**config.mk**
```make
export PLATFORM = sky130hd
export DESIGN_NAME = gcode_nybble_unpacker_unit
export DESIGN_NICKNAME = d
export VERILOG_FILES = /design/src/hw/rtl/gnup_pkg.sv /design/src/hw/rtl/gnup_front.sv /design/src/hw/rtl/gnup_queue.sv /design/src/hw/rtl/gnup_back.sv /design/src/hw/rtl/gcode_nybble_unpacker_unit.sv
export VERILOG_INCLUDE_DIRS = /design/src /design/src/hw/rtl
export SDC_FILE = /design/constraint.sdc
export NUM_CORES = 1
export LEC_CHECK = 0
export ABC_AREA = 1
export CORE_MARGIN = 2
export CORE_UTILIZATION = 45
export CTS_CLUSTER_DIAMETER = 50
export DETAILED_ROUTE_END_ITERATION = 8
export DONT_BUFFER_PORTS = 1
export GPL_ROUTABILITY_DRIVEN = 0
export SLEW_MARGIN = 15
export SYNTH_ARGS = -nofsm -noshare
export SYNTH_HDL_FRONTEND = slang
export SYNTH_SLANG_ARGS = --single-unit
```
**constraint.sdc**
```tcl
create_clock -name clk -period 4.62 [get_ports clk]
set_input_delay 0.924 -clock clk [delete_from_list [all_inputs] [get_ports clk]]
set_output_delay 0.924 -clock clk [all_outputs]
set_load 0.005 [all_outputs]
```
**src/hw/rtl/gcode_nybble_unpacker_unit_defines.svh**
```systemverilog
// Assertion macros shared by the G-code nybble unpacker RTL.
`ifndef GCODE_NYBBLE_UNPACKER_UNIT_DEFINES_SVH
`define GCODE_NYBBLE_UNPACKER_UNIT_DEFINES_SVH

// A condition that must hold at every clock edge out of reset.
`define GNUP_ASSERT_ALWAYS(label, cond, msg) \
    label: assert property (@(posedge clk) disable iff (!rst_n) (cond)) else $error(msg);

// A consequence that must hold in the same cycle as its antecedent.
`define GNUP_ASSERT_IMPLY(label, ante, cons, msg) \
    label: assert property (@(posedge clk) disable iff (!rst_n) (ante) |-> (cons)) \
        else $error(msg);

`endif

```
**src/hw/rtl/gnup_pkg.sv**
```systemverilog
// Package with the types, constants and decode functions of the nybble unpacker.
`timescale 1ns / 1ps

package gnup_pkg;

    localparam int unsigned QUEUE_DEPTH = 4;

    localparam logic [7:0] ESC_BYTE        = 8'hFF;
    localparam logic [7:0] CMD_NOSPACE_OFF = 8'hF6;
    localparam logic [7:0] CMD_NOSPACE_ON  = 8'hF7;
    localparam logic [7:0] CMD_QUERY       = 8'hF8;
    localparam logic [7:0] CMD_RESET       = 8'hF9;
    localparam logic [7:0] CMD_PACK_OFF    = 8'hFA;
    localparam logic [7:0] CMD_PACK_ON     = 8'hFB;

    localparam logic [3:0] NIB_SPACE   = 4'hB;
    localparam logic [3:0] NIB_LITERAL = 4'hF;
    localparam logic [7:0] CHAR_NEWLINE = 8'h0A;
    localparam logic [7:0] SUBST_RESET  = 8'd69;

    localparam logic KIND_CHAR   = 1'b0;
    localparam logic KIND_REPORT = 1'b1;

    // Decoder state that one byte may change.
    typedef struct packed {
        logic [1:0] lit_due;
        logic       held_valid;
        logic [7:0] held_char;
    } dec_state_t;

    // Result of decoding one byte: new state and up to two characters.
    typedef struct packed {
        dec_state_t st;
        logic [1:0] n;
        logic [7:0] c0;
        logic [7:0] c1;
    } dec_res_t;

    // One queued word group: all results caused by one input byte.
    typedef struct packed {
        logic            kind;
        logic [2:0]      count;
        logic [3:0][7:0] chars;
        logic            packing;
        logic            nospace;
    } entry_t;

    // Queue status seen by the front and the back.
    typedef struct packed {
        logic full;
        logic empty;
    } q_status_t;

    function automatic logic [7:0] map_nyb(input logic [3:0] nib, input logic subst,
                                           input logic [7:0] sub);
        logic [7:0] ch;
        case (nib)
            4'h0: ch = "0";
            4'h1: ch = "1";
            4'h2: ch = "2";
            4'h3: ch = "3";
            4'h4: ch = "4";
            4'h5: ch = "5";
            4'h6: ch = "6";
            4'h7: ch = "7";
            4'h8: ch = "8";
            4'h9: ch = "9";
            4'hA: ch = ".";
            4'hB: ch = subst ? sub : " ";
            4'hC: ch = CHAR_NEWLINE;
            4'hD: ch = "G";
            4'hE: ch = "X";
            default: ch = 8'h00;
        endcase
        return ch;
    endfunction

    function automatic dec_res_t decode_byte(input dec_state_t s, input logic packing,
                                             input logic subst, input logic [7:0] sub,
                                             input logic [7:0] c);
        dec_res_t   r;
        logic [7:0] first;
        logic [7:0] second;
        r      = '0;
        r.st   = s;
        first  = map_nyb(c[3:0], subst, sub);
        second = map_nyb(c[7:4], subst, sub);
        if (!packing)
        begin
            r.n  = 2'd1;
            r.c0 = c;
        end
        else if (s.lit_due != 2'd0)
        begin
            r.n  = 2'd1;
            r.c0 = c;
            if (s.held_valid)
            begin
                r.n             = 2'd2;
                r.c1            = s.held_char;
                r.st.held_valid = 1'b0;
            end
            r.st.lit_due = s.lit_due - 2'd1;
        end
        else if (c[3:0] == NIB_LITERAL)
        begin
            if (c[7:4] == NIB_LITERAL)
            begin
                r.st.lit_due = 2'd2;
            end
            else
            begin
                r.st.lit_due    = 2'd1;
                r.st.held_char  = second;
                r.st.held_valid = 1'b1;
            end
        end
        else
        begin
            r.n  = 2'd1;
            r.c0 = first;
            if (first != CHAR_NEWLINE)
            begin
                if (c[7:4] == NIB_LITERAL)
                begin
                    r.st.lit_due = 2'd1;
                end
                else
                begin
                    r.n  = 2'd2;
                    r.c1 = second;
                end
            end
        end
        return r;
    endfunction

endpackage

```
**src/hw/rtl/gnup_front.sv**
```systemverilog
// Front end: accepts serial bytes, tracks escape and command state, decodes into queue entries.
`timescale 1ns / 1ps

module gnup_front
    import gnup_pkg::*;
(
    input  logic       clk,
    input  logic       rst_n,
    input  logic       in_valid,
    output logic       in_stall,
    input  logic [7:0] rx_byte,
    input  logic       cfg_wr_en,
    input  logic [7:0] cfg_wr_data,
    input  q_status_t  q_status,
    output logic       push,
    output entry_t     push_entry
);

    logic       packing_reg, packing_next;
    logic       nospace_reg, nospace_next;
    logic       subst_reg, subst_next;
    logic       escape_reg, escape_next;
    logic       cmd_pend_reg, cmd_pend_next;
    dec_state_t dec_reg, dec_next;
    logic [7:0] sub_reg;

    dec_res_t   res_esc;
    dec_res_t   res_byte;
    dec_state_t st_mid;
    logic [1:0] n_esc;
    logic       accept;

    assign in_stall = q_status.full;
    assign accept   = in_valid && !in_stall;

    // A lone escape byte is decoded first, then the byte that follows it.
    assign res_esc  = decode_byte(dec_reg, packing_reg, subst_reg, sub_reg, ESC_BYTE);
    assign st_mid   = escape_reg ? res_esc.st : dec_reg;
    assign n_esc    = escape_reg ? res_esc.n : 2'd0;
    assign res_byte = decode_byte(st_mid, packing_reg, subst_reg, sub_reg, rx_byte);

    always_comb
    begin
        packing_next  = packing_reg;
        nospace_next  = nospace_reg;
        subst_next    = subst_reg;
        escape_next   = escape_reg;
        cmd_pend_next = cmd_pend_reg;
        dec_next      = dec_reg;
        push          = 1'b0;
        push_entry    = '0;
        if (accept)
        begin
            if (rx_byte == ESC_BYTE)
            begin
                if (escape_reg)
                begin
                    cmd_pend_next = 1'b1;
                    escape_next   = 1'b0;
                end
                else
                begin
                    escape_next = 1'b1;
                end
            end
            else if (cmd_pend_reg)
            begin
                cmd_pend_next = 1'b0;
                case (rx_byte)
                    CMD_PACK_ON:     packing_next = 1'b1;
                    CMD_PACK_OFF:    packing_next = 1'b0;
                    CMD_RESET:
                    begin
                        packing_next  = 1'b0;
                        nospace_next  = 1'b0;
                        escape_next   = 1'b0;
                        dec_next      = '0;
                    end
                    CMD_NOSPACE_ON:
                    begin
                        nospace_next = 1'b1;
                        subst_next   = 1'b1;
                    end
                    CMD_NOSPACE_OFF:
                    begin
                        nospace_next = 1'b0;
                        subst_next   = 1'b0;
                    end
                    CMD_QUERY:       packing_next = packing_reg;
                    default:         packing_next = packing_reg;
                endcase
                push               = 1'b1;
                push_entry.kind    = KIND_REPORT;
                push_entry.count   = 3'd1;
                push_entry.packing = packing_next;
                push_entry.nospace = nospace_next;
            end
            else
            begin
                escape_next        = 1'b0;
                dec_next           = res_byte.st;
                push_entry.kind    = KIND_CHAR;
                push_entry.count   = {1'b0, n_esc} + {1'b0, res_byte.n};
                push_entry.packing = packing_reg;
                push_entry.nospace = nospace_reg;
                case (n_esc)
                    2'd0:
                    begin
                        push_entry.chars[0] = res_byte.c0;
                        push_entry.chars[1] = res_byte.c1;
                    end
                    2'd1:
                    begin
                        push_entry.chars[0] = res_esc.c0;
                        push_entry.chars[1] = res_byte.c0;
                        push_entry.chars[2] = res_byte.c1;
                    end
                    default:
                    begin
                        push_entry.chars[0] = res_esc.c0;
                        push_entry.chars[1] = res_esc.c1;
                        push_entry.chars[2] = res_byte.c0;
                        push_entry.chars[3] = res_byte.c1;
                    end
                endcase
                push = (push_entry.count != 3'd0);
            end
        end
    end

    always_ff @(posedge clk or negedge rst_n)
    begin
        if (!rst_n)
        begin
            packing_reg  <= 1'b0;
            nospace_reg  <= 1'b0;
            subst_reg    <= 1'b0;
            escape_reg   <= 1'b0;
            cmd_pend_reg <= 1'b0;
            dec_reg      <= '0;
            sub_reg      <= SUBST_RESET;
        end
        else
        begin
            packing_reg  <= packing_next;
            nospace_reg  <= nospace_next;
            subst_reg    <= subst_next;
            escape_reg   <= escape_next;
            cmd_pend_reg <= cmd_pend_next;
            dec_reg      <= dec_next;
            if (cfg_wr_en)
            begin
                sub_reg <= cfg_wr_data;
            end
        end
    end

endmodule

```
**src/hw/rtl/gnup_queue.sv**
```systemverilog
// Short queue of decoded word groups between the front and the back.
`timescale 1ns / 1ps

module gnup_queue
    import gnup_pkg::*;
#(
    parameter int unsigned Depth = QUEUE_DEPTH
)
(
    input  logic      clk,
    input  logic      rst_n,
    input  logic      push,
    input  entry_t    push_entry,
    input  logic      pop,
    output entry_t    head_entry,
    output q_status_t q_status
);

`include "gcode_nybble_unpacker_unit_defines.svh"

    localparam int unsigned PtrW = (Depth > 1) ? $clog2(Depth) : 1;
    localparam int unsigned CntW = $clog2(Depth + 1);

    entry_t            slots [Depth];
    logic [PtrW-1:0]   wr_ptr_reg, wr_ptr_next;
    logic [PtrW-1:0]   rd_ptr_reg, rd_ptr_next;
    logic [CntW-1:0]   count_reg, count_next;

    assign q_status.full  = (count_reg == CntW'(Depth));
    assign q_status.empty = (count_reg == '0);
    assign head_entry     = slots[rd_ptr_reg];

    always_comb
    begin
        wr_ptr_next = wr_ptr_reg;
        rd_ptr_next = rd_ptr_reg;
        count_next  = count_reg;
        if (push)
        begin
            wr_ptr_next = (wr_ptr_reg == PtrW'(Depth - 1)) ? '0 : wr_ptr_reg + 1'b1;
        end
        if (pop)
        begin
            rd_ptr_next = (rd_ptr_reg == PtrW'(Depth - 1)) ? '0 : rd_ptr_reg + 1'b1;
        end
        case ({push, pop})
            2'b10:   count_next = count_reg + 1'b1;
            2'b01:   count_next = count_reg - 1'b1;
            default: count_next = count_reg;
        endcase
    end

    always_ff @(posedge clk)
    begin
        if (push)
        begin
            slots[wr_ptr_reg] <= push_entry;
        end
    end

    always_ff @(posedge clk or negedge rst_n)
    begin
        if (!rst_n)
        begin
            wr_ptr_reg <= '0;
            rd_ptr_reg <= '0;
            count_reg  <= '0;
        end
        else
        begin
            wr_ptr_reg <= wr_ptr_next;
            rd_ptr_reg <= rd_ptr_next;
            count_reg  <= count_next;
        end
    end

    `GNUP_ASSERT_IMPLY(a_no_push_when_full, push, !q_status.full, "push into a full queue")
    `GNUP_ASSERT_IMPLY(a_no_pop_when_empty, pop, !q_status.empty, "pop from an empty queue")
    `GNUP_ASSERT_IMPLY(a_push_nonempty_group, push, push_entry.count != 3'd0, "empty group queued")

endmodule

```
**src/hw/rtl/gnup_back.sv**
```systemverilog
// Back end: sends the words of the head queue entry one per cycle while out_stall is low.
`timescale 1ns / 1ps

module gnup_back
    import gnup_pkg::*;
(
    input  logic       clk,
    input  logic       rst_n,
    input  entry_t     head_entry,
    input  q_status_t  q_status,
    output logic       pop,
    output logic       out_valid,
    input  logic       out_stall,
    output logic       kind,
    output logic [7:0] out_char,
    output logic       packing_on,
    output logic       nospace_on,
    output logic       last
);

`include "gcode_nybble_unpacker_unit_defines.svh"

    logic [1:0] idx_reg, idx_next;
    logic       accept;

    assign out_valid  = !q_status.empty;
    assign kind       = head_entry.kind;
    assign out_char   = head_entry.chars[idx_reg];
    assign packing_on = head_entry.packing;
    assign nospace_on = head_entry.nospace;
    assign last       = (({1'b0, idx_reg} + 3'd1) == head_entry.count);
    assign accept     = out_valid && !out_stall;
    assign pop        = accept && last;

    always_comb
    begin
        idx_next = idx_reg;
        if (accept)
        begin
            idx_next = last ? 2'd0 : idx_reg + 2'd1;
        end
    end

    always_ff @(posedge clk or negedge rst_n)
    begin
        if (!rst_n)
        begin
            idx_reg <= 2'd0;
        end
        else
        begin
            idx_reg <= idx_next;
        end
    end

    `GNUP_ASSERT_IMPLY(a_report_single, out_valid && kind == KIND_REPORT,
                       last && out_char == 8'h00, "report word is not a single zero word")
    `GNUP_ASSERT_IMPLY(a_index_in_group, out_valid, {1'b0, idx_reg} < head_entry.count,
                       "word index beyond its group")
    `GNUP_ASSERT_ALWAYS(a_index_idle_zero, out_valid || idx_reg == 2'd0,
                        "word index left non-zero with nothing queued")

endmodule

```
**src/hw/rtl/gcode_nybble_unpacker_unit.sv**
```systemverilog
// Top level of the G-code nybble unpacker: front decoder, word queue and output sender.
`timescale 1ns / 1ps

//  Channel   Direction  Handshake              Payload
//  input     in         in_valid / in_stall    rx_byte
//  output    out        out_valid / out_stall  kind, out_char, packing_on, nospace_on, last
//  config    in         cfg_wr_en              cfg_wr_data (space substitute character)
//
// The front takes one byte in every cycle in which the queue has room, and works out all
// words that the byte causes in that same cycle. The sender then hands out one word per
// cycle while out_stall is low; a packed byte gives up to two words. Bytes that cause
// no word never enter the queue. Reset clears every flag, empties the queue and sets the
// substitute character to 'E'. Stalls on either side are absorbed by the queue.

module gcode_nybble_unpacker_unit
    import gnup_pkg::*;
#(
    parameter int unsigned QueueDepth = QUEUE_DEPTH
)
(
    input  logic       clk,
    input  logic       rst_n,
    input  logic       in_valid,
    output logic       in_stall,
    input  logic [7:0] rx_byte,
    output logic       out_valid,
    input  logic       out_stall,
    output logic       kind,
    output logic [7:0] out_char,
    output logic       packing_on,
    output logic       nospace_on,
    output logic       last,
    input  logic       cfg_wr_en,
    input  logic [7:0] cfg_wr_data
);

    // Queue status is shared by both halves: the front stalls on full, the back idles on empty.
    q_status_t q_status;
    entry_t    push_entry;
    entry_t    head_entry;
    logic      push;
    logic      pop;

    // The front owns all decoder state, including the substitute character register.
    gnup_front u_front (
        .clk         (clk),
        .rst_n       (rst_n),
        .in_valid    (in_valid),
        .in_stall    (in_stall),
        .rx_byte     (rx_byte),
        .cfg_wr_en   (cfg_wr_en),
        .cfg_wr_data (cfg_wr_data),
        .q_status    (q_status),
        .push        (push),
        .push_entry  (push_entry)
    );

    // Each queue entry carries every word caused by one byte, so ordering is preserved.
    gnup_queue #(
        .Depth (QueueDepth)
    ) u_queue (
        .clk        (clk),
        .rst_n      (rst_n),
        .push       (push),
        .push_entry (push_entry),
        .pop        (pop),
        .head_entry (head_entry),
        .q_status   (q_status)
    );

    // The back releases the head entry once its final word has been taken.
    gnup_back u_back (
        .clk        (clk),
        .rst_n      (rst_n),
        .head_entry (head_entry),
        .q_status   (q_status),
        .pop        (pop),
        .out_valid  (out_valid),
        .out_stall  (out_stall),
        .kind       (kind),
        .out_char   (out_char),
        .packing_on (packing_on),
        .nospace_on (nospace_on),
        .last       (last)
    );

endmodule
```
==> impl_metrics.ini <==
[yosys]
synthAdderAreaFrac_pct = 1.88
synth_top_area_cell = edfxtp_1
syn_area_um2 = 8800
synth_top_family_by_area = simple AND/OR/NAND/NOR gates
syn-instance-count = 869
synth_xor_area_share_pct = 0.498
ys_seq_elements = 185
ys_async_sr_fraction_pct = 17.8
synth_ff_type = edfxtp_1
synthDominantCellAreaShare_pct = 51.9
synthTopCellsByArea = edfxtp_1 52%, dfrtp_1 8.5%, o21ai_0 6.5%, nor2_1 5.6%, nand2_1 5.2%
syn_nets = 902
synth_edf_count = 152
postSynthAreaPerCell_um2 = 10.1
synthMuxAreaShare_pct = 0.896
synthSimpleGateAreaFrac_pct = 15.5
yosysWarningCount = 0
synth_compound_area_share_pct = 15.0
ys_seq_area_share_pct = 61.3
synth_cell_types = 38

[clock_tree]
cts.repair.resized = 0
cts_tree = built
clkSinkCount = 185
clk_pin_slew_ps = 70
clk_latency_ps = 430
cts_root_buf = clkbuf_16
h-tree-depth = 4
numCtsBuffers = 17
cts_setup_buffers = 0
cts_hold_buffers = 0
ctsLongestPathBuffers = 2

[power]
p_leak_nw = 3.68
powerDensity_nw_per_um2 = 621
share_comb_of_total_power_pct = 36.1
switching_power_mw = 2.33
p_int_mw = 3.73
seq_power_share_pct = 39.9
pwr-share-clk_pct = 24.0
ir_drop_mv = 0.317
switching_share_pct = 38.5

[global_routing]
grt_max_degree = 71
grt_pass1_vias = 6006
use_met3_pct = 4.87
top_usage_layer = met2
grt_usage_pct = 20.9
met2_usage_pct = 33.1
gr-total-overflow = 0
antenna_found_initial = 0
grt_pass1_wl_um = 32500
grt_util_met1_pct = 28.7

[place]
dp_hpwl_um = 13400
io_buffers = 0

[setup_path]
critPathMaxFanout = 17
endpoint_kind = flip-flop
start_kind = flip-flop
crit_type = reg -> reg
required_ps = 4930
cp.arrival_ps = 4210

[detailed_routing]
drt_iter0_drc = 461
route.detailed.drc = 0
ant_nets = 0
drt-vias-per-instance = 5.45
routed_wl_um = 20400
wire_per_inst_um = 17.9
vias = 6218
firstDrtPassIters = 7

[finish]
area_delta_synth_final_pct = 10.9
final_common_cell = edfxtp_1
most-common-layout-cells = 152 x edfxtp_1, 127 x nor2_1, 123 x nand2_1
num_antenna_cells = 0
fin_util_pct = 50.5
fin_nets = 896
layout-drive-gt1-share_pct = 10.7
largest_reg_flops = 152

[sta]
finalSetupViolations = 0
worstMarginPinSlew_ps = 692
holdWs_ps = 185
min_period_over_period_pct = 84.4
finalMaxSlewViolations = 0
period_needed_ps = 3900
fmax_mhz = 257
skew_ps = 11.6
maxSlewHeadroom_pct = 53.9
rsz0062_at_grt = no
finalHoldViolations = 0

[job]
maxCapViolCount = 0

[worst_hold_path]
min_path_type = in -> async

[outcome]
run_status = finished, final reports clean

[floorplan]
die_area_um2 = 20700
core_area_um2 = 19300
num_rows = 51
start_util_pct = 45.5
die_y_um = 144
die_x_um = 144
io_pins = 35
==> logic make-up (layout without fill, tap and decap cells) <==
group / count (synthesis) / count (layout)
xor gates and xnor gates: 5 / 5
DFF: 185 / 185
AOI/OAI and AO/OA: 225 / 225
and+or+nand+nor: 322 / 322
adders and majority gates: 12 / 12
buffers and inverters: 113 / 120
muxes: 7 / 7
==> final cells by class <==
class / instances / area (µm²)
Inverter: 75 / 282
Multi-Input combinational cell: 571 / 3000
Clock buffer: 18 / 429
Fill cell: 1776 / 9580
Clock inverter: 14 / 160
Sequential cell: 185 / 5400
Timing Repair Buffer: 13 / 160
Tap cell: 265 / 332
==> synthesized netlist by cell type, types with 2 or more instances <==
cell type  instances
o221ai_1          28
xnor2_1            2
a21oi_1           36
nor2_4             3
buf_1              4
a31oi_1            5
inv_2              9
ha_1              10
fa_1               2
o21ai_0          115
nand3_1           44
clkbuf_1          28
mux2_2             7
o211ai_1          10
o21ai_1            6
a32o_1             2
nand2_2            4
nand2_4            2
buf_2              5
nand2_1          123
inv_1             65
dfrtp_1           30
xor2_1             3
o22ai_1           15
edfxtp_1         152
o21ai_2            5
nor3_1             2
nor2_2            10
nor2_1           131
dfstp_2            3
==> per-stage QoR <==
step           cells  worst slack (ps)  area (µm²)  power (mW)  TNS (ps)
2_1_floorplan    869              -401        8800        3.98    -60990
3_3_place_gp    1109               377        9170        4.63         0
3_5_place_dp    1109               324        9170        4.65         0
4_1_cts         1141               712        9760        6.11         0
5_1_grt         1141               395        9760        6.48         0
6_report        1141               722        9760        6.06         0
==> routing by layer <==
metal / wire, µm / share of wire (%)
met5: 0 / 0
met4: 301 / 1.5
met3: 1050 / 5.2
met2: 9640 / 47
met1: 9420 / 46
==> worst max-delay path, stage by stage, from the launching register on <==
cell     delay (ps)
dfrtp_1         390
inv_1           110
ha_1            240
inv_1            50
o21a_2          230
nor2_8          110
a21oi_2         350
inv_1           100
nand2_1          90
ha_1            140
inv_1            60
fa_1            560
a31oi_1         160
inv_1           130
ha_1            150
inv_1            70
fa_1            430
a21oi_1         140
o21ai_0         110
xor2_1          150
==> final timing paths <==
kind	start	end	slack, ps	cells after the start
setup / recovery	u_front.dec_reg[9]	u_queue.count_reg[2]	720	19
min in group clk	u_queue.count_reg[0]	u_queue.count_reg[0]	480	1
hold / removal	rst_n	u_front.dec_reg[6]	180	0
hold reg to reg	u_queue.count_reg[0]	u_queue.count_reg[0]	480	1
max in group asynchronous	rst_n	u_front.sub_reg[2]	4250	0
setup reg to reg	u_front.dec_reg[9]	u_queue.count_reg[2]	720	19
==> power groups by stage <==
stage          Combinational (mW)  Sequential (mW)  Clock (mW)
2_1_floorplan                1.58             2.40           0
3_3_place_gp                 2.18             2.45           0
3_5_place_dp                 2.20             2.45           0
4_1_cts                      2.21             2.42        1.48
5_1_grt                      2.47             2.45        1.55
6_report                     2.19             2.42        1.45
(Power assumes the default switching activity.)
